### src/rtl/odc_pkg.sv
`timescale 1ns / 1ps
// ----------------------------------------------------------------------------
// odc_pkg: shared types, constants and helpers of the occurrence dedup counter
// Item layouts, queue handshake structs, back-end states and byte masking.
// ----------------------------------------------------------------------------
package odc_pkg;

  // Entry capacity of one group and derived index width
  localparam int MAX_OCC = 64;
  localparam int IDX_W   = $clog2(MAX_OCC);

  // Field widths fixed by the item layout
  localparam int OCC_W   = 64;
  localparam int CFG_W   = 4;
  localparam int CNT_W   = 7;
  localparam int GB_W    = 10;
  localparam int BYTES_N = OCC_W / 8;

  // Reset value of the byte-count register
  localparam logic [CFG_W-1:0] CFG_RESET = CFG_W'(BYTES_N);

  // Queue depth between front and back
  localparam int Q_DEPTH = 2;
  localparam int Q_PTR_W = $clog2(Q_DEPTH);

  typedef struct packed {
    logic [OCC_W-1:0] value;
    logic             group_end;
  } occ_item_t;

  typedef struct packed {
    logic      push;
    occ_item_t item;
  } queue_push_t;

  typedef struct packed {
    logic      not_empty;
    occ_item_t head;
  } queue_status_t;

  typedef enum logic [1:0] {
    B_IDLE,
    B_MATCH,
    B_UPDATE,
    B_EMIT
  } back_state_t;

  // Clamp the register to 1..8 bytes
  function automatic logic [CFG_W-1:0] eff_bytes(input logic [CFG_W-1:0] cfg);
    logic [CFG_W-1:0] b;
    b = cfg;
    if (b == '0) begin
      b = CFG_W'(1);
    end
    if (b > CFG_W'(BYTES_N)) begin
      b = CFG_W'(BYTES_N);
    end
    return b;
  endfunction

  // Keep the low eff_bytes bytes
  function automatic logic [OCC_W-1:0] occ_mask(input logic [CFG_W-1:0] cfg);
    logic [OCC_W-1:0] m;
    logic [CFG_W-1:0] b;
    b = eff_bytes(cfg);
    for (int k = 0; k < BYTES_N; k++) begin
      m[8*k +: 8] = (CFG_W'(k) < b) ? 8'hFF : 8'h00;
    end
    return m;
  endfunction

endpackage

### src/rtl/odc_if.sv
`timescale 1ns / 1ps
// ----------------------------------------------------------------------------
// odc_if: stream interfaces of the occurrence dedup counter
// Input channel carries occurrences, output channel carries distinct results.
// ----------------------------------------------------------------------------
interface odc_in_if;
  logic        valid;
  logic        ready;
  logic [63:0] occurrence;
  logic        group_end;

  modport source (output valid, output occurrence, output group_end, input ready);
  modport sink   (input valid, input occurrence, input group_end, output ready);
endinterface


### src/rtl/odc_front.sv
`timescale 1ns / 1ps
// ----------------------------------------------------------------------------
// odc_front: input stage of the occurrence dedup counter
// Accepts items while the queue has room and masks them to the byte count.
// ----------------------------------------------------------------------------
module odc_front (
  input  logic [odc_pkg::CFG_W-1:0] occurrence_bytes,
  odc_in_if.sink                    occ_in,
  input  logic                      q_full,
  output odc_pkg::queue_push_t      push
);
  import odc_pkg::*;

  // Accept while the queue has a free slot
  assign occ_in.ready = !q_full;

  // Mask and forward the item
  always_comb begin
    push.push           = occ_in.valid && !q_full;
    push.item.value     = occ_in.occurrence & occ_mask(occurrence_bytes);
    push.item.group_end = occ_in.group_end;
  end

endmodule

### src/flat_wrapper.sv
// flat-port wrapper written by rule: the top's interface ports become plain ports
module odc_front_flat import odc_pkg::*;
  (occurrence_bytes, q_full, push, occ_in_valid, occ_in_occurrence, occ_in_group_end, occ_in_ready);
  odc_in_if occ_in_i ();
  input  logic [odc_pkg::CFG_W-1:0] occurrence_bytes;
  input  logic q_full;
  output odc_pkg::queue_push_t push;
  input wire logic [$bits(occ_in_i.valid)-1:0] occ_in_valid;
  input wire logic [$bits(occ_in_i.occurrence)-1:0] occ_in_occurrence;
  input wire logic [$bits(occ_in_i.group_end)-1:0] occ_in_group_end;
  output wire logic [$bits(occ_in_i.ready)-1:0] occ_in_ready;
  assign occ_in_i.valid = occ_in_valid;
  assign occ_in_i.occurrence = occ_in_occurrence;
  assign occ_in_i.group_end = occ_in_group_end;
  assign occ_in_ready = occ_in_i.ready;
  odc_front u_core (.occurrence_bytes(occurrence_bytes), .occ_in(occ_in_i), .q_full(q_full), .push(push));
endmodule
### config.mk
export PLATFORM = sky130hd
export DESIGN_NAME = odc_front_flat
export DESIGN_NICKNAME = d
export VERILOG_FILES = /design/src/rtl/odc_pkg.sv /design/src/rtl/odc_if.sv /design/src/rtl/odc_front.sv /design/src/flat_wrapper.sv
export SDC_FILE = /design/constraint.sdc
export NUM_CORES = 1
export LEC_CHECK = 0
export BUFFER_PORTS_ARGS = -buffer_cell sky130_fd_sc_hd__buf_2
export CAP_MARGIN = 20
export CORE_MARGIN = 5
export CORE_UTILIZATION = 18
export DETAILED_ROUTE_END_ITERATION = 12
export MAX_ROUTING_LAYER = met4
export PLACE_DENSITY = 0.82
export SLEW_MARGIN = 20
export SYNTH_ARGS = -nofsm -noshare
export SYNTH_HDL_FRONTEND = slang
export SYNTH_SLANG_ARGS = --single-unit
### constraint.sdc
create_clock -name vclk -period 1
set_input_delay 0.2 -clock vclk [all_inputs]
set_output_delay 0.2 -clock vclk [all_outputs]
set_load 0.02 [all_outputs]
# Word level (Yosys, flattened, before mapping)
# Cells that the tools add are included.
[totals]
ramBits = 0
romBits = 0
output_inout_bits = 67
latchBits = 0
memories = 0
input_bits = 71
elab_cells = 23
regBits = 0
[op_classes]
n_div = 0
shift = 0
n_addsub = 0
mul = 0
magnitude_cmp = 9
mux = 10
bitwise_logic = 1
eq_ne = 0
reduce_logical = 3
[ops]
columns = ["op", "n"]
rows = [
  ["AND 64 bit", 1],
  ["two-way mux 8 bit", 8],
  ["< comparator 3 x 4 -> 1 bit, first input constant", 4],
  ["< comparator 1 x 4 -> 1 bit, first input constant", 2],
  ["< comparator 2 x 4 -> 1 bit, first input constant", 2],
  ["two-way mux 4 bit", 2],
  ["greater-than comparator 4 bit, second input constant", 1],
  ["logical NOT 4 bit", 1],
  ["logical AND 1 bit", 1],
  ["logical NOT 1 bit", 1],
]

# Logic depth before layout (Yosys ltp)
# Gate-level depths: netlist of the first run.
[logic_depth]
word_depth = 7
ltp_mapped = 3
depth_no_buf = 2

# Worst setup path after synthesis of the first run
# No wires, ideal clock.
[synth_path]
path_kind = "input -> output"
start = "input port occurrence_bytes[0] in the netlist's numbering"
end = "output port push[33] in the netlist's numbering"
path_stages = 2
n_path_buf = 0
arrival_time_ns = 0.897
required_ns = 0.800
setup_slack_ns = -0.097
path_cell_list = "or3_1 -> and3_1"
[synth_lines]
columns = ["item", "line_no", "text"]
rows = [
  ["start, declared", "flat_wrapper.sv:5", "input logic [odc_pkg::CFG_W-1:0] occurrence_bytes;"],
  ["end, declared", "flat_wrapper.sv:7", "output odc_pkg::queue_push_t push;"],
]

==> results.ini, run 1 <==
[grt]
grt_max_degree=9
grt-ovfl-total=0
grt_pass1_wl_microns=4580
grt_usage_pct=16.6
grt_antenna_before_repair=0
grt_pass1_vias=909

[run]
max_cap_violations=0

[routing]
viasPerCell=4.40
ant_nets=0
first_iter_violations=29
dr.pass1.iters=3
wl_per_cell_microns=16.4
drc=0
num_vias=989
drt_wl_total_microns=3690

[clock_network]
hold_buffers=0

[floorplanning]
die_h_microns=60.7
dieArea_sq_mm=0.00369
die_w_microns=60.7
io-pin-count=138
std_cell_rows=18
initial_core_util_pct=18.7
core_area_sq_mm=0.00248

[setup_path]
path_class=primary input to output port
critPathLaunchType=primary input
crit_top_cell=buf_6
max_stage_delay_ns=0.43
end_kind=output port
crit_fanout=8
cp.arrival_ns=1.03
required_ns=0.80
cpMaxStageDelayCell=or3_4
critical_path.cell_chain=buf_6 -> or3_4 -> and3_4 -> buf_6

[status]
violations=setup timing
status=finished, violations left

[pwr]
ir_drop_mv=0.384
p_leak_uw=0.000941
p_per_area_mw_per_mm2=577

[finish]
num-clock-buffers=0
stdcell_count=225
nFillCells=190
drive_above_1_share_pct=90.8
diodes=0
layout_common_cells=buf_2 (67), buf_6 (46), nor2b_1 (17)
final_common_cell=buf_2
seqCellArea_sq_um=0
nNetsFinal=268
seq_cells=0
stdcell_area_sq_mm=0.00172
area_delta_synth_final_pct=271

[timing]
fin_tns_setup_ns=-7.15
tightest_slew_ns=0.169
setup_viol=56
hold_viol=0
fin_ws_ns=-0.231
worst_hold_slack_ns=0.400
post-route-period-util_pct=123
slew_headroom_pct=88.7
slew_viol_final=0
rsz0062_at_grt=true
max_freq_mhz=812
fin_crit_ns=1.23

[worst_hold_path]
worstHoldStart=occ_in_occurrence[0]
hold_class=primary input to output port
hold_path_end=push[1]
holdPathStages=0

[synthesis]
synth_cell_types=13
avgSynthCellArea_sq_um=6.17
yosys.area.top_type=nor2b_1
synth_area_sq_um=463
ys_top_cells_by_area=nor2b_1 (45%), and2_1 (22%), and3_1 (11%), clkbuf_1 (7.3%), a211oi_2 (2.7%)
synthCells=75
syn_nets=146
ys_warn_count=0
synth_top_area_share_pct=44.6
synth-seq-area-share_pct=0

[placement]
place_ws_ns=-0.272
gp_congestion=0.772
place_area_sq_mm=0.00125
io_buffers=120
place_hpwl_microns=2290
placedCellCount=223

[power by group]
| group | internal [uW] | leakage (uW) | switching (uW) |
|---|---|---|---|
| logic | 547 | 0.000941 | 443 |
| registers | 0 | 0 | 0 |
| clock network | 0 | 0 | 0 |
[area by class of cell]
cell class         count  area [sq um]  share of cell area [%]
inverters              1          3.75                   0.219
multi-input cells     64           641                    37.3
well taps             30          37.5                    2.19
repair buffers       130          1030                    60.2
[worst max path at each step]
stage	start	end	slack [ns]	cells past startpoint
global placement	occurrence_bytes[0]	push[33]	-0.26	4
CTS	occurrence_bytes[1]	push[38]	-0.25	4
finish	occurrence_bytes[0]	push[40]	-0.23	4
detailed placement	occurrence_bytes[1]	push[33]	-0.27	4
global route	occurrence_bytes[0]	push[23]	-0.25	6
floorplan	occurrence_bytes[3]	push[26]	-0.03	3
[Yosys cell counts (all sizes together)]
cell and number:
buf 2, a211oi 1, nor2b 33, a31oi 1, nor3 1, a21oi 1, or2 1, inv 1
and2 16, and3 8, or3 1, clkbuf 9
[cell families (layout without fill, tap and decap cells)]
logic type	after synthesis	after routing	share of synthesized area, %
buffers and inverters	12	131	10.8
and+or+nand+nor	60	61	81.9
AOI/OAI and AO/OA	3	3	7.30
[critical path: cells and delay by family]
family	cells	cell delay [ns]
and+or+nand+nor	2	0.61
buffers and inverters	2	0.22
[what timing repair did]
action	4_1_cts	5_1_grt
resized for setup	81	54
setup endpoints to repair	48	56
cloned	1	0
pin swaps	19	8
buffers inserted	1	0
[layer usage]
metal  global-route usage (%)  routed length [microns]  part of all wire [%]  up-vias
li1                         -                        -                     -      470
met2                     31.1                     1940                    53       70
met1                     17.7                     1100                    30      431
met5                        -                        0                     0        -
met3                     2.55                      460                    12       18
met4                     4.64                      184                   5.0        0
[stage by stage]
step | utilization, % | total power [uW]
floorplan | - | 424
global placement | 50.6 | 693
detailed placement | 50.6 | 703
CTS | 61.5 | 863
global route | 69.2 | 1040
finish | 69.2 | 990
No activity file was read; power rests on OpenSTA's default activity.
==> run 2: changes to the inputs <==
ABC_AREA = 1   (was not set)
CORE_UTILIZATION = 20   (was 18)
==> results.ini, run 2 <==
[status]
status=finished, violations left
violations=setup timing

[run]
max_cap_violations=0

[setup_path]
required_ns=0.80
cpMaxStageDelayCell=buf_8
startpoint=occurrence_bytes[2]
critPathLaunchType=primary input
max_stage_delay_ns=0.16
end_kind=output port
critical_path.cell_chain=buf_12 -> buf_6 -> a21oi_4 -> buf_8 -> nor2_2 -> buf_6
crit_top_cell=buf_6
crit_fanout=8
path_class=primary input to output port
cp.arrival_ns=0.92

[finish]
stdcell_count=266
num-clock-buffers=0
diodes=0
seqCellArea_sq_um=0
seq_cells=0
area_delta_synth_final_pct=192
nNetsFinal=309
layout_common_cells=buf_2 (83), inv_1 (42), buf_6 (27)
drive_above_1_share_pct=66.9
final_common_cell=buf_2

[timing]
slew_viol_final=0
setup_viol=35
hold_viol=0
rsz0062_at_grt=true
fin_ws_ns=-0.120
tightest_slew_ns=0.184
post-route-period-util_pct=112
fin_crit_ns=1.12
fin_tns_setup_ns=-1.76
max_freq_mhz=893
slew_headroom_pct=87.7

[synthesis]
avgSynthCellArea_sq_um=4.49
synth_commonest_cells=inv_1 (43), nor2_1 (26), nand2_1 (19)
synth-seq-area-share_pct=0
synth_cell_types=9
synth_top_area_share_pct=30.2
syn_nets=190
synthCells=119
ys_top_cells_by_area=inv_1 (30%), a21boi_0 (22%), nor2_1 (18%), nand2_1 (13%), clkbuf_1 (5.6%)
yosys.area.top_type=inv_1
yosysMostFrequentCell=inv_1
ys_warn_count=0
synth_area_sq_um=534

[worst_hold_path]
hold_class=primary input to output port
worstHoldStart=occ_in_occurrence[6]
hold_path_end=push[7]
holdPathStages=0

[grt]
grt_antenna_before_repair=0
grt_pass1_wl_microns=3550
grt-ovfl-total=0
grt_pass1_vias=896
grt_max_degree=9
grt_usage_pct=11.8

[routing]
dr.pass1.iters=4
drc=0
num_vias=1080
wl_per_cell_microns=11.4
drt_wl_total_microns=3040
viasPerCell=4.06
first_iter_violations=39
ant_nets=0

[floorplanning]
initial_core_util_pct=21.2
core_area_sq_mm=0.00252
std_cell_rows=18
io-pin-count=138
dieArea_sq_mm=0.00381
die_h_microns=61.7
die_w_microns=61.7

[pwr]
ir_drop_mv=0.381
p_leak_uw=0.00105
p_per_area_mw_per_mm2=548

[placement]
io_buffers=120
placedCellCount=265
gp_congestion=0.687
place_hpwl_microns=2270

[run 2: cell types whose count changed after synthesis, moves of 2 or more]
cell	before	now
inv_1	1	43
nor2b_1	33	0
nor2_1	0	26
nand2_1	0	19
a21boi_0	0	16
and2_1	16	0
and3_1	8	0
buf_4	1	3
nand3_1	0	2
[run 2: timing repair]
action,in CTS,in global routing
gates cloned,1,0
setup buffers,0,0
resized for setup,48,74
hold endpoints to repair,0,0
pin swaps,3,3
endpoints found under the setup margin,49,40
hold buffers,0,0
[run 2: power breakdown]
part | internal, uW | switching, uW
clock network | 0 | 0
registers | 0 | 0
logic | 408 | 447
total | 408 | 447
[run 2: logic make-up after synthesis]
group / share of synthesized area [%]
simple gates: 36.5
buf+inv: 40.0
compound gates: 23.4
[run 2: per-stage QoR]
step	util, %	cell area (sq um)	hold WS [ns]	setup slack, ns	total power, uW
final	61.9	1560	0.400	-0.120	855
after detailed placement	46.6	1180	0.400	-0.211	644
after global placement	46.6	1180	0.400	-0.200	638
after global routing	61.9	1560	0.400	-0.145	917
after floorplan	-	538	0.477	-0.129	386
after CTS	53.0	1340	0.400	-0.0856	726
[run 2: area by class of cell]
class	count	area, sq um
Fill cell	242	962
Timing Repair Buffer	128	900
Multi-Input combinational cell	65	462
Inverter	43	161
Tap cell	30	37.5
[run 2: how the worst max path moves through the flow]
stage	to	slack, ns	cells after the start
after CTS	push[47]	-0.09	6
after detailed placement	push[55]	-0.21	4
after global routing	push[55]	-0.15	4
after floorplan	push[18]	-0.13	3
final	push[45]	-0.12	6
after global placement	push[55]	-0.20	4
[run 2: layer usage]
layer	up-vias	GRT usage, %	wire (microns)	part of all wire (%)
met3	2	1.47	305	10
met5	-	-	0	0
met4	0	0.606	5	0.16
li1	560	-	-	-
met1	463	11.7	907	30
met2	55	25.0	1820	60
[run 2: worst max-delay path, delay by kind of cell]
family	cells	cell delay [ns]
buf+inv	4	0.50
compound gates	1	0.15
simple gates	1	0.05
==> run 3: changes to the inputs <==
BUFFER_PORTS_ARGS = -buffer_cell sky130_fd_sc_hd__buf_4   (was -buffer_cell sky130_fd_sc_hd__buf_2)
CORE_ASPECT_RATIO = 1.1   (was not set)
CORE_MARGIN = not set   (was 5)
==> results.ini, run 3 (synthesis results as in run 2) <==
[setup_path]
path_class=primary input to output port
required_ns=0.80
max_stage_delay_ns=0.31
critPathLaunchType=primary input
critical_path.cell_chain=buf_12 -> nor3_4 -> nor2_1 -> buf_4
cpMaxStageDelayCell=nor3_4
end_kind=output port
crit_fanout=8
cp.arrival_ns=0.86

[timing]
fin_crit_ns=1.06
slew_headroom_pct=79.6
fin_tns_setup_ns=-0.991
post-route-period-util_pct=106
setup_viol=32
tightest_slew_ns=0.304
fin_ws_ns=-0.0641
slew_viol_final=0
rsz0062_at_grt=true
max_freq_mhz=940
hold_viol=0

[placement]
gp_congestion=0.806
place_hpwl_microns=1910
place_area_sq_mm=0.00146
io_buffers=120
placedCellCount=264
place_ws_ns=-0.163

[finish]
diodes=0
nNetsFinal=307
seq_cells=0
stdcell_area_sq_mm=0.00165
seqCellArea_sq_um=0
area_delta_synth_final_pct=210
layout_common_cells=buf_4 (105), inv_1 (43), nand2_1 (18), buf_6 (18), nor2_1 (17)
drive_above_1_share_pct=64.1
multi_input_area_sq_um=413
nFillCells=237
stdcell_count=265
num-clock-buffers=0
final_common_cell=buf_4

[floorplanning]
die_w_microns=51.3
io-pin-count=138
die_h_microns=56.2
initial_core_util_pct=21.2
std_cell_rows=19
core_area_sq_mm=0.00252
dieArea_sq_mm=0.00288

[grt]
grt_usage_pct=14.2
grt_max_degree=9
grt_antenna_before_repair=0
grt_pass1_wl_microns=3330
grt_pass1_vias=828
grt-ovfl-total=0

[worst_hold_path]
holdPathStages=0
hold_path_end=push[0]
hold_class=primary input to output port
worstHoldStart=occ_in_group_end

[pwr]
p_leak_uw=0.00107
p_per_area_mw_per_mm2=537
ir_drop_mv=0.329
total_power_uw=888

[run]
max_cap_violations=0

[status]
status=finished, violations left
violations=setup timing

[routing]
num_vias=1058
first_iter_violations=10
wl_per_cell_microns=9.31
viasPerCell=3.99
ant_nets=0
dr.pass1.iters=3
drc=0
drt_wl_total_microns=2470

[clock_network]
post-cts-setup-buffer-count=0

-- run 3: cell count changes in the layout (fill, tap and decap cells not counted), sizes merged --
cell / before / now
buf: 128 / 126
-- run 3: report_power, final --
group          switching (uW)  total, uW  internal [uW]
Sequential                  0          0              0
Combinational             422        888            466
Clock                       0          0              0
-- run 3: routing by layer --
layer	up-vias	GRT usage [%]	routed length, microns
met5	-	-	0
met4	0	0.386	23
met3	4	2.46	318
met2	68	27.8	1320
met1	431	15.2	807
li1	555	-	-
-- run 3: final cells by class --
cell class | count | share of cell area (%)
timing repair buffer | 126 | 62.9
multi-input combinational | 65 | 25.0
inverter | 43 | 9.76
tap | 31 | 2.34
-- run 3: timing repair --
action	in CTS	in global routing
cloned	1	0
hold buffers	0	0
gates resized for setup	17	42
setup endpoints to repair	48	48
pin swaps	5	6
-- run 3: critical path: cells and delay by family --
family,cells,cell delay (ns)
buf+inv,2,0.27
simple gates,2,0.39
-- run 3: worst max path at each step --
stage | from | end | slack [ns] | cells past startpoint
floorplan | occurrence_bytes[3] | push[18] | -0.13 | 3
global placement | occurrence_bytes[3] | push[34] | -0.15 | 6
detailed placement | occurrence_bytes[3] | push[33] | -0.16 | 6
CTS | occurrence_bytes[2] | push[12] | -0.09 | 4
global route | occurrence_bytes[1] | push[9] | -0.13 | 4
finish | occurrence_bytes[1] | push[16] | -0.06 | 4
-- run 3: through the flow --
| step | util, % | hold slack (ns) |
|---|---|---|
| after floorplan | - | 0.477 |
| after global placement | 58.0 | 0.400 |
| after detailed placement | 58.0 | 0.400 |
| after CTS | 60.7 | 0.400 |
| after global routing | 65.6 | 0.400 |
| final | 65.6 | 0.400 |
