==> src/rtl/odc_pkg.sv <==
`timescale 1ns / 1ps
// ----------------------------------------------------------------------------
// odc_pkg: shared types, constants and helpers of the occurrence dedup counter
// Item layouts, queue handshake structs, back-end states and byte masking.
// ----------------------------------------------------------------------------
package odc_pkg;

  // Entry capacity of one group and derived index width
  localparam int MAX_OCC = 64;
  localparam int IDX_W   = $clog2(MAX_OCC);

  // Field widths fixed by the item layout
  localparam int OCC_W   = 64;
  localparam int CFG_W   = 4;
  localparam int CNT_W   = 7;
  localparam int GB_W    = 10;
  localparam int BYTES_N = OCC_W / 8;

  // Reset value of the byte-count register
  localparam logic [CFG_W-1:0] CFG_RESET = CFG_W'(BYTES_N);

  // Queue depth between front and back
  localparam int Q_DEPTH = 2;
  localparam int Q_PTR_W = $clog2(Q_DEPTH);

  typedef struct packed {
    logic [OCC_W-1:0] value;
    logic             group_end;
  } occ_item_t;

  typedef struct packed {
    logic      push;
    occ_item_t item;
  } queue_push_t;

  typedef struct packed {
    logic      not_empty;
    occ_item_t head;
  } queue_status_t;

  typedef enum logic [1:0] {
    B_IDLE,
    B_MATCH,
    B_UPDATE,
    B_EMIT
  } back_state_t;

  // Clamp the register to 1..8 bytes
  function automatic logic [CFG_W-1:0] eff_bytes(input logic [CFG_W-1:0] cfg);
    logic [CFG_W-1:0] b;
    b = cfg;
    if (b == '0) begin
      b = CFG_W'(1);
    end
    if (b > CFG_W'(BYTES_N)) begin
      b = CFG_W'(BYTES_N);
    end
    return b;
  endfunction

  // Keep the low eff_bytes bytes
  function automatic logic [OCC_W-1:0] occ_mask(input logic [CFG_W-1:0] cfg);
    logic [OCC_W-1:0] m;
    logic [CFG_W-1:0] b;
    b = eff_bytes(cfg);
    for (int k = 0; k < BYTES_N; k++) begin
      m[8*k +: 8] = (CFG_W'(k) < b) ? 8'hFF : 8'h00;
    end
    return m;
  endfunction

endpackage

==> src/rtl/odc_queue.sv <==
`timescale 1ns / 1ps
// ----------------------------------------------------------------------------
// odc_queue: short item queue between front and back
// Two-entry FIFO so either side can stall without blocking the other.
// ----------------------------------------------------------------------------
module odc_queue (
  input  logic                      clk,
  input  logic                      rst,
  input  odc_pkg::queue_push_t      push,
  input  logic                      pop,
  output logic                      q_full,
  output odc_pkg::queue_status_t    status
);
  import odc_pkg::*;

  occ_item_t              slots [Q_DEPTH];
  logic [Q_PTR_W-1:0]     wr_ptr;
  logic [Q_PTR_W-1:0]     rd_ptr;
  logic [Q_PTR_W:0]       fill;

  assign q_full           = (fill == (Q_PTR_W+1)'(Q_DEPTH));
  assign status.not_empty = (fill != '0);
  assign status.head      = slots[rd_ptr];

  // Write slot on push
  always_ff @(posedge clk) begin
    if (push.push) begin
      slots[wr_ptr] <= push.item;
    end
  end

  // Advance pointers and occupancy
  always_ff @(posedge clk) begin
    if (rst) begin
      wr_ptr <= '0;
      rd_ptr <= '0;
      fill   <= '0;
    end else begin
      if (push.push) begin
        wr_ptr <= (wr_ptr == Q_PTR_W'(Q_DEPTH - 1)) ? '0 : wr_ptr + 1'b1;
      end
      if (pop) begin
        rd_ptr <= (rd_ptr == Q_PTR_W'(Q_DEPTH - 1)) ? '0 : rd_ptr + 1'b1;
      end
      case ({push.push, pop})
        2'b10:   fill <= fill + 1'b1;
        2'b01:   fill <= fill - 1'b1;
        default: fill <= fill;
      endcase
    end
  end

endmodule

==> config.mk <==
export PLATFORM = sky130hd
export DESIGN_NAME = odc_queue
export DESIGN_NICKNAME = d
export VERILOG_FILES = /design/src/rtl/odc_pkg.sv /design/src/rtl/odc_queue.sv
export SDC_FILE = /design/constraint.sdc
export NUM_CORES = 1
export LEC_CHECK = 0
export ABC_AREA = 1
export BUFFER_PORTS_ARGS = -buffer_cell sky130_fd_sc_hd__buf_2
export CORE_MARGIN = 2
export CORE_UTILIZATION = 45
export CTS_CLUSTER_DIAMETER = 50
export DETAILED_ROUTE_END_ITERATION = 7
export HOLD_SLACK_MARGIN = 0.15
export PLACE_DENSITY_LB_ADDON = 0.05
export SYNTH_ARGS = -nofsm -noshare
export SYNTH_HDL_FRONTEND = slang
export SYNTH_SLANG_ARGS = --single-unit
==> constraint.sdc <==
create_clock -name clk -period 6.6 [get_ports clk]
set_input_delay 0.33 -clock clk [delete_from_list [all_inputs] [get_ports clk]]
set_output_delay 0.33 -clock clk [all_outputs]
set_load 0.01 [all_outputs]
**Word-level counts from Yosys, hierarchy flattened**

Memory sizes are Yosys's and may differ from the RTL's. A register that Yosys moved wholly into a read port is not among the register bits.
Index checks and enable logic that the tools add are counted.

- Register bits: 4
- Memories: 1
- RAM bits: 130
- Logic and storage cells: 20
- Output and inout port bits: 67

- Multiplexer cells: 7
- Equal/unequal tests: 3
- $add $sub $neg: 4
- Reduce and logical (&&, ||, !) cells: 2

Memory list:

| name | words | bits a word | rd ports | clocked after Yosys merged registers in | wr ports | line | text |
|---|---|---|---|---|---|---|---|
| slots | 2 | 65 | 1 | 1 | 1 | odc_queue.sv:16 | `occ_item_t slots [Q_DEPTH];` |

Operators with widths:

| cell | count |
|---|---|
| 1-bit two-way mux | 6 |
| 2-bit equality test (second input constant) | 2 |
| 2-bit one-hot mux with 2 select lines | 1 |
| 2-bit nonzero test | 2 |
| 1-bit adder (second input constant) | 2 |
| 2-bit by 1-bit adder with 2-bit output (second input constant) | 1 |
| 2-bit by 1-bit equality test with 1-bit output (second input constant) | 1 |
| 2-bit by 1-bit subtractor with 2-bit output (second input constant) | 1 |

**Depth between registers and ports, before layout**

Gate-level depths: netlist (run 1).

- Depth in word-level cells: 4
- Mapped depth: 7
- Mapped depth without buffers: 7

**Least setup slack after synthesis (run 1)**

OpenSTA, ideal clock, no wires.

- Path kind: input to register
- Start: input push[65] (netlist name)
- End: memory slots[0][0] (netlist name) (enable)
- Arrival time: 3.115 ns
- Library setup time: 0.490 ns
- Setup slack: 2.995 ns
- Stages: 2
- Required time: 6.110 ns
- Cells stage by stage: inv_1 > nor2_1

- Cells in the longest elaborated chain, start to end: 2

RTL lines:

| item | line | text |
|---|---|---|
| from (decl) | odc_queue.sv:9 | `input odc_pkg::queue_push_t push,` |
| 1-bit two-way mux | odc_queue.sv:27 | `if (push.push) begin` |
| 1-bit two-way mux (implied by the code) | odc_queue.sv:28 | `slots[wr_ptr] <= push.item;` |
| to (decl) | odc_queue.sv:16 |  |

Every way passes these cells.

==> results of run 1 <==
==> worst min-delay path, cell delays in order <==
cell and delay [ns]:
buf_2 0.09, xnor2_1 0.07, nor2_1 0.07
==> registers in the layout, indices dropped and copies added (netlist names), named ones only <==
register and cells:
slots 130, wr_ptr 1, rd_ptr 1, fill 2
==> how the worst min path moves through the flow <==
stage	start	endpoint	slack, ns	cells past startpoint
after floorplan	rst	flop	0.40	1
final	pop	rd_ptr$_SDFFE_PP0P_	0.21	3
after CTS	pop	flop	0.19	3
after global routing	pop	rd_ptr$_SDFFE_PP0P_	0.22	3
after detailed placement	rd_ptr$_SDFFE_PP0P_	flop	0.50	2
after global placement	fill[1]$_SDFFE_PP0P_	fill[1]$_SDFFE_PP0P_	0.49	2
==> cell families after synthesis <==
kind of cell               Yosys count
DFF                                135
and+or+nand+nor                     17
xor gates and xnor gates             1
buffers and inverters               14
adders and majority gates            1
AOI/OAI and AO/OA                    2
muxes                               65
==> cell usage after synthesis <==
library cell	n	area (µm²)
mux2_2	15	168.9
nor3_1	1	5.000
buf_6	6	67.56
nor2_1	9	33.78
nand4_1	1	6.260
nand2_1	6	22.52
inv_1	7	26.28
o21ai_0	1	5.000
ha_1	1	12.51
mux2_4	50	750.7
a21oi_1	1	5.000
dfxtp_1	5	100.1
buf_2	1	5.000
edfxtp_1	130	3904
xnor2_1	1	8.760
==> through the flow <==
step                      hold slack (ns)  power (mW)  std cells  setup WS, ns
final                              0.2083       2.131        604         3.963
after global routing               0.2222       2.214        604         3.847
after CTS                          0.1937       2.151        604         3.918
after detailed placement           0.4990       1.238        506         4.353
after global placement             0.4927       1.235        506         4.352
after floorplan                    0.4024       1.160        235         2.995
==> routing by layer <==
| metal | share of wire, % | up-vias |
|---|---|---|
| met4 | 1.7 | 0 |
| met1 | 42 | 1334 |
| met2 | 50 | 85 |
| met3 | 6.4 | 14 |
| met5 | 0 | - |
| li1 | - | 1346 |
==> final cells by class <==
type	instances	share of cell area, %
Sequential cell	135	56.01
Timing Repair Buffer	204	18.99
Multi-Input combinational cell	86	14.34
Clock buffer	17	5.945
Tap cell	140	2.448
Clock inverter	15	1.906
Inverter	7	0.3672
==> power by group through the flow <==
stage	combinational (mW)	sequential, mW	clock, mW
2_1_floorplan	0.139	1.02	0
3_3_place_gp	0.206	1.03	0
3_5_place_dp	0.208	1.03	0
4_1_cts	0.239	1.01	0.900
5_1_grt	0.254	1.02	0.944
6_report	0.235	1.01	0.884
==> what timing repair did <==
| item | in CTS | in global routing |
|---|---|---|
| hold endpoints to repair | 133 | 0 |
| hold buffers | 66 | 0 |
| buffers inserted | 0 | 0 |
==> metrics.csv, run 1 <==
stage;metric;value;unit
outcome;status;finished, final reports clean;
pwr;Net Sw Power;456.8;µW
pwr;Clk pwr share;41.5;%
grt;antenna violations before repair;0;
critical_path;R2R Path End;slots[0][53]$_DFFE_PP_;
critical_path;reg2reg setup slack;4.62;ns
pwr;Internal;1.674;mW
pwr;sequential power share;47.5;%
placement;IO buf count;135;
grt;total grt overflow;0;
finish;register cell area after layout;0.004008;mm²
critical_path;Worst path top cell family by delay;buffers and inverters;
logic_synthesis;register area share after synthesis;78.18;%
timing;Final setup viols;0;
logic_synthesis;post-synthesis simple-gate area fraction;1.319;%
min_path;Hold Crit Class;input port to flop;
critical_path;arrival time worst endpoint;2.31;ns
floorplan;Starting Density;46.63;%
finish;multi-input logic area;0.001026;mm²
grt;M1 GR Usage;17.23;%
timing;Total Neg Setup Slack;0;ns
timing;Fin. Hold Viols;0;
critical_path;CP Class;flop to primary output;
pwr;LEAKAGE;2.861;nW
critical_path;slowest CP cell;dfxtp_4;
finish;proportion of layout cells with a drive suffix above 1;50.22;%
route;DRC Markers;0;
route;Vias/cell;4.601;
floorplan;core area;0.01098;mm²
grt;vias in the first global route;2925;
finish;Area growth syn-to-layout;39.73;%
pwr;peak supply drop;0.0001872;V
grt;global route hottest layer;met2;
route;Wirelength per Cell;14.53;µm
critical_path;crit end category;primary output;
clock_network;Max Buffers Root-to-Sink;2;
critical_path;FF-to-FF Start;wr_ptr$_SDFFE_PP0P_;
placement;Final HPWL DP;5.365;mm
finish;# diodes;0;
route;drt initial violations;81;
critical_path;WP depth;3;
route;post-route ant nets;0;
logic_synthesis;adder-cell area share of the yosys netlist;0.2443;%
floorplan;DIE WIDTH;110.7;µm
critical_path;Worst EP required;6.27;ns
critical_path;crit path cell chain;buf_4 -> mux2_2 -> buf_2;
logic_synthesis;post-synthesis cell type count;15;
finish;Post-Route Utilization;65.15;%
logic_synthesis;xor and xnor area share after synthesis;0.1710;%
floorplan;io pins;136;
pwr;Comb power frac;11.0;%
logic_synthesis;mapped cell area;0.005121;mm²
critical_path;Buf+Inv Stages, Crit Path;2;
route;DR pass1 iterations;4;
finish;Fill cells;819;
timing;Slew Viols, Final;0;
critical_path;Worst Reg2Reg Path Length in Cells;2;
finish;most common cell after layout, fill and taps aside;buf_2;
critical_path;startpoint types;flop;
timing;RSZ-0062 raised after global routing;false;
critical_path;Worst path max stage delay;0.67;ns
timing;fin crit share;39.96;%
placement;area of placed instances;0.005933;mm²
grt;GR Util All Layers;14.92;%
floorplan;Core Rows;38;
grt;met2 usage;24.91;%
floorplan;Die Y;110.7;µm
logic_synthesis;net count after synthesis;305;
timing;Tmin final;2.637;ns
clock_network;worst-skew pair later-pin latency;0.40;ns
clock_network;Clk Tree Root Cell;clkbuf_16;
finish;most frequent cells in the layout;buf_2 (135), edfxtp_1 (130), dlygate4sd3_1 (66);
timing;Slew @ Worst Pin;0.8530;ns
logic_synthesis;Mapped Avg Cell Area;21.79;µm²
logic_synthesis;Cells after Synth;235;
pwr;Switching Fraction;21.44;%
flow_run;MaxCap Viol Count;0;
logic_synthesis;multiplexer area fraction after synthesis;17.96;%
floorplan;Die Area;0.01225;mm²
placement;GP Congestion;0.7115;
finish;# nets final;521;
finish;post-route cell area;0.007156;mm²
timing;Slew headroom;43.00;%
clock_network;CTS tree;done;
logic_synthesis;Ys Warns;0;
logic_synthesis;largest family of logic cells by synthesized area;multiplexers;
grt;largest net degree at the start of global routing;39;
critical_path;peak fanout along the critical path;36;
grt;global-route wire length before repair;14.03;mm
logic_synthesis;Compound-Gate Fraction of Synth Area;0.1955;%
route;vias after detailed routing;2779;
clock_network;CTS Buf Count;17;
logic_synthesis;flops & latches, synth;135;
timing;final clock skew;0.002679;ns
clock_network;cts repair resizes;0;
clock_network;TritonCTS Sinks;135;
pwr;PD cells;297.7;mW/mm²
critical_path;crit path to;status[55];
timing;FMAX;0.3792;GHz
clock_network;H-tree levels;4;
route;Routed WL;8.779;mm
clock_network;clock slew at reported path FFs;0.05;ns
grt;GR Layer Usage met3;5.850;%
Note: power is estimated with default switching activity, not from simulation.
==> inputs of run 2 (changes only) <==
clock period = 2.55 ns   (was 6.6 ns; I/O delays follow)
==> run 2 against run 1 <==
  * Clock-buffer cell count rose by 3
  * Global-route usage rose by 0.80 points
  * Via count fell by 0.36%
  * First-iteration DRC count rose by 22%
  * Die area did not move
  * Setup slack got worse by 3.4 ns
  * Combinational power rose to 2.7 times the previous value
  * Hold slack improved by 0.23 ns
  * Clock power rose to 2.8 times the previous value
  * Total power rose to 2.7 times the previous value
  * Highest routed layer unchanged
==> metrics.csv, run 2 (synthesized netlist as in run 1, its figures left out) <==
stage;metric;value;unit;change
pwr;PD cells;781.1;mW/mm²;+160%
timing;Fin. Hold Viols;0;;unchanged
clock_network;setup bufs post-CTS;0;;unchanged
timing;FMAX;0.5064;GHz;
timing;Slew @ Worst Pin;0.5523;ns;-0.3007 ns
critical_path;Buf+Inv Stages, Crit Path;2;;unchanged
floorplan;Die Area;0.01225;mm²;unchanged
clock_network;Clk Tree Root Cell;clkbuf_16;;
route;DR pass1 iterations;4;;unchanged
placement;Post-Place Setup Slack;0.9824;ns;-3.370 ns
finish;most frequent cells in the layout;buf_2 (135), edfxtp_1 (130), dlygate4sd3_1 (69);;
clock_network;TritonCTS Sinks;135;;unchanged
route;post-route ant nets;0;;unchanged
finish;# nets final;528;;+1.3%
critical_path;CP Class;flop to primary output;;
placement;GP Congestion;0.6962;;-2.2%
floorplan;io pins;136;;unchanged
timing;final clock skew;0.007886;ns;+0.005207 ns
critical_path;Worst path max stage delay;0.58;ns;-0.09 ns
finish;Most flops, register;slots;;
timing;fin crit share;77.44;%;
floorplan;Die Y;110.7;µm;unchanged
timing;Slew Viols, Final;0;;unchanged
finish;register cell area after layout;0.004008;mm²;unchanged
critical_path;arrival time worst endpoint;1.85;ns;-0.46 ns
min_path;Hold Crit Class;input port to flop;;
clock_network;Max Buffers Root-to-Sink;2;;unchanged
route;vias after detailed routing;2769;;-0.36%
timing;Slew headroom;63.09;%;+20 points
timing;Tmin final;1.975;ns;
critical_path;Worst EP required;2.42;ns;-3.85 ns
floorplan;core area;0.01098;mm²;unchanged
floorplan;DIE WIDTH;110.7;µm;unchanged
finish;max reg flops;130;;unchanged
critical_path;crit end category;primary output;;
flow_run;MaxCap Viol Count;0;;unchanged
finish;multi-input logic area;0.001026;mm²;unchanged
floorplan;Core Rows;38;;unchanged
critical_path;slowest CP cell;dfxtp_4;;
grt;vias in the first global route;3004;;+2.7%
pwr;peak supply drop;0.0004638;V;+150%
grt;antenna violations before repair;1;;+1
clock_network;CTS tree;done;;
timing;Total Neg Setup Slack;0;ns;unchanged
grt;largest net degree at the start of global routing;37;;-5.1%
route;Wirelength per Cell;15.05;µm;+3.5%
finish;Fill cells;765;;-6.6%
grt;total grt overflow;0;;unchanged
pwr;LEAKAGE;2.936;nW;+2.6%
route;Routed WL;9.211;mm;+4.9%
critical_path;Worst path top cell family by delay;flip-flops;;
grt;GR Util All Layers;15.72;%;+0.80 points
critical_path;startpoint types;flop;;
outcome;status;finished, final reports clean;;
placement;Final HPWL DP;5.641;mm;+5.1%
timing;final worst setup slack;0.5754;ns;-3.387 ns
route;Vias/cell;4.525;;-1.7%
finish;Area growth syn-to-layout;42.56;%;
finish;largest registers;slots (130), fill (2);;
clock_network;worst-skew pair later-pin latency;0.40;ns;about the same
critical_path;crit path cell chain;buf_4 -> mux2_4 -> buf_2;;
route;drt initial violations;99;;+22%
finish;proportion of layout cells with a drive suffix above 1;49.89;%;-0.32 points
route;DRC Markers;0;;unchanged
critical_path;peak fanout along the critical path;22;;-39%
clock_network;H-tree levels;4;;unchanged
critical_path;reg2reg setup slack;1.04;ns;-3.58 ns
grt;global-route wire length before repair;14.68;mm;+4.6%
timing;RSZ-0062 raised after global routing;false;;
finish;most common cell after layout, fill and taps aside;buf_2;;
timing;Final setup viols;0;;unchanged
clock_network;clock slew at reported path FFs;0.05;ns;about the same
clock_network;CTS Buf Count;17;;unchanged
placement;IO buf count;135;;unchanged
floorplan;Starting Density;46.63;%;unchanged
timing;Hold Slack;0.4411;ns;+0.2328 ns
==> run 2: cell type report <==
| type | instances | share of cell area, % |
|---|---|---|
| multi-input combinational | 86 | 14.05 |
| antenna | 1 | 0.03428 |
| timing repair buffer | 211 | 20.12 |
| inverter | 7 | 0.3599 |
| clock buffer | 20 | 5.981 |
| tap | 140 | 2.399 |
| sequential | 135 | 54.89 |
| clock inverter | 12 | 2.159 |
==> run 2: path summary, 6_finish.rpt <==
kind                        start                endpoint  cells after the start
max                          flop              status[20]                      3
min                      push[47]  slots[0][47]$_DFFE_PP_                      2
max reg2reg   wr_ptr$_SDFFE_PP0P_  slots[1][20]$_DFFE_PP_                      3
min reg2reg  fill[1]$_SDFFE_PP0P_    fill[1]$_SDFFE_PP0P_                      2
==> run 2: per-layer routing <==
layer / track usage [%] / part of all wire [%]
met2: 26.71 / 51
met3: 5.413 / 5.4
met4: 7.083 / 1.6
met5: 0 / 0
met1: 18.00 / 42
==> run 2: stage by stage <==
step | util [%] | cell area, µm² | cells | power (mW)
global placement | 54.75 | 6013 | 510 | 3.216
floorplan | - | 5124 | 235 | 2.999
finish | 66.47 | 7301 | 612 | 5.703
detailed placement | 54.75 | 6013 | 510 | 3.224
CTS | 66.45 | 7298 | 611 | 5.748
global route | 66.47 | 7301 | 612 | 5.913
==> run 2: timing repair <==
action	4_1_cts	5_1_grt
hold buffers	69	0
resized for setup	0	0
hold endpoints to repair	135	0
==> run 2: where the power goes <==
part           switching, mW  leakage, nW  internal [mW]
logic                  0.273         1.39          0.366
registers             0.0483         1.26           2.57
clock network          0.833        0.288           1.62
total                   1.15         2.94           4.55
==> inputs of run 3 (changes only) <==
clock period = 1.7 ns   (was 2.55 ns; I/O delays follow)
==> run 3 against run 2 <==
  * Global-route usage fell by 0.88 points
  * Total power is 47% higher
  * Flip-flop and latch count did not move
  * First-iteration DRC count shrank 17%
  * Setup slack lost 0.49 ns
  * Critical path depth is the same
  * Clock skew is 0.00066 ns higher
  * Sequential share of layout area decreased by 0.13 points
==> metrics.csv, run 3 (synthesized netlist as in run 1, its figures left out) <==
stage;metric;value;unit;change
outcome;status;finished, final reports clean;;
clock_network;CTS Buf Count;17;;unchanged
timing;Slew Viols, Final;0;;unchanged
clock_network;Clk Tree Root Cell;clkbuf_16;;
timing;Final setup viols;0;;unchanged
pwr;sequential power share;46.6;%;+0.7 points
route;DR pass1 iterations;4;;unchanged
pwr;Pwr Total;8.384;mW;+47%
critical_path;CP Class;flop to primary output;;
finish;# nets final;528;;unchanged
timing;final clock skew;0.008549;ns;+0.0006627 ns
pwr;LEAKAGE;2.932;nW;-0.13%
floorplan;Starting Density;46.63;%;unchanged
critical_path;peak fanout along the critical path;24;;+9.1%
floorplan;DIE WIDTH;110.7;µm;unchanged
finish;largest registers;slots (130), fill (2);;
floorplan;Core Rows;38;;unchanged
clock_network;CTS tree;done;;
timing;Slew headroom;75.37;%;+12 points
route;Vias/cell;4.616;;+2.0%
placement;IO buf count;135;;unchanged
timing;Fin. Hold Viols;0;;unchanged
finish;# diodes;0;;-1
finish;Fill cells;784;;+2.5%
finish;max reg flops;130;;unchanged
timing;fin crit share;94.95;%;
pwr;Comb power frac;12.0;%;+0.8 points
route;DRC Markers;0;;unchanged
clock_network;worst-skew pair later-pin latency;0.40;ns;about the same
route;Wirelength per Cell;14.97;µm;-0.57%
route;vias after detailed routing;2816;;+1.7%
placement;Final HPWL DP;5.671;mm;+0.54%
route;post-route ant nets;0;;unchanged
timing;Tmin final;1.614;ns;
pwr;Switching Fraction;20.27;%;+0.024 points
grt;GR Util All Layers;14.84;%;-0.88 points
min_path;Hold Crit Class;input port to flop;;
finish;most frequent cells in the layout;buf_2 (135), edfxtp_1 (130), dlygate4sd3_1 (69);;
timing;Slew @ Worst Pin;0.3694;ns;-0.1828 ns
pwr;Net Sw Power;1.699;mW;+47%
clock_network;clock slew at reported path FFs;0.06;ns;about the same
grt;global-route wire length before repair;13.96;mm;-4.9%
finish;Area growth syn-to-layout;42.95;%;
clock_network;setup bufs post-CTS;0;;unchanged
pwr;PD cells;1145;mW/mm²;+47%
pwr;Clk pwr share;41.4;%;-1.5 points
critical_path;arrival time worst endpoint;1.53;ns;-0.32 ns
min_path;Min-Delay Path Depth;2;;unchanged
floorplan;core area;0.01098;mm²;unchanged
critical_path;crit end category;primary output;;
floorplan;Die Y;110.7;µm;unchanged
floorplan;Die Area;0.01225;mm²;unchanged
clock_network;H-tree levels;4;;unchanged
route;Routed WL;9.129;mm;-0.89%
floorplan;io pins;136;;unchanged
grt;vias in the first global route;2956;;-1.6%
critical_path;Worst EP required;1.62;ns;-0.80 ns
timing;RSZ-0062 raised after global routing;false;;
timing;FMAX;0.6195;GHz;
placement;GP Congestion;0.6828;;-1.9%
clock_network;Max Buffers Root-to-Sink;2;;unchanged
finish;most common cell after layout, fill and taps aside;buf_2;;
flow_run;MaxCap Viol Count;0;;unchanged
clock_network;TritonCTS Sinks;135;;unchanged
critical_path;Worst Reg2Reg Path Length in Cells;3;;unchanged
pwr;peak supply drop;0.0007703;V;+66%
timing;Total Neg Setup Slack;0;ns;unchanged
pwr;Internal;6.685;mW;+47%
timing;Hold Slack;0.4082;ns;-0.03293 ns
finish;proportion of layout cells with a drive suffix above 1;50.21;%;+0.32 points
grt;antenna violations before repair;0;;-1
finish;Most flops, register;slots;;
critical_path;startpoint types;flop;;
grt;largest net degree at the start of global routing;42;;+14%
route;drt initial violations;82;;-17%
grt;total grt overflow;0;;unchanged
[run 3: changes by cell type in the layout (fill, tap and decap cells not counted), sizes merged]
cell | before | now
buf | 142 | 141
inv | 7 | 6
bufinv | 4 | 3
clkinvlp | 1 | 2
clkinv | 7 | 8
diode | 1 | 0
[run 3: final cells by class]
type | count | area, µm² | area share [%]
Clock buffer | 19 | 432.9 | 5.914
Timing Repair Buffer | 211 | 1506 | 20.58
Multi-Input combinational cell | 86 | 1032 | 14.10
Tap cell | 140 | 175.2 | 2.393
Sequential cell | 135 | 4009 | 54.76
Inverter | 7 | 30.03 | 0.4102
Clock inverter | 12 | 135.1 | 1.846
[run 3: power by group through the flow]
stage | clock network, mW | logic [mW] | registers, mW
after floorplan | 0 | 0.543 | 3.96
after global placement | 0 | 0.870 | 3.96
after detailed placement | 0 | 0.877 | 3.97
after CTS | 3.55 | 1.01 | 3.90
after global routing | 3.71 | 1.08 | 3.92
final | 3.47 | 1.01 | 3.91
[run 3: path summary, 6_finish.rpt]
kind	from	to	slack (ns)
worst min-delay path	push[47]	slots[0][47]$_DFFE_PP_	0.41
worst min register to register	fill[1]$_SDFFE_PP0P_	fill[1]$_SDFFE_PP0P_	0.52
worst max-delay path	flop	status[49]	0.09
worst max register to register	wr_ptr$_SDFFE_PP0P_	slots[1][36]$_DFFE_PP_	0.41
[run 3: critical path, stage by stage, from the launching register on]
cell	delay [ns]
dfxtp_4	0.40
buf_12	0.22
mux2_2	0.37
buf_2	0.14
[run 3: per-stage QoR]
step	utilization (%)	cells	setup slack, ns	area [µm²]
final	66.66	610	0.08586	7321
after global routing	66.66	610	0.02643	7321
after CTS	66.43	609	-0.002044	7296
after detailed placement	54.86	509	0.3971	6026
after global placement	54.86	509	0.4121	6026
after floorplan	-	235	-0.03096	5136
[run 3: what timing repair did]
action	in CTS	in global routing
cloned	0	1
hold buffers	69	0
resized for setup	2	0
endpoints found under the hold margin	135	0
setup endpoints to repair	2	5
[run 3: layer usage]
| layer | track usage (%) | routed length [µm] |
|---|---|---|
| met1 | 16.57 | 3889 |
| met2 | 25.93 | 4581 |
| met3 | 5.194 | 538 |
| met4 | 6.000 | 119 |
| met5 | 0 | 0 |
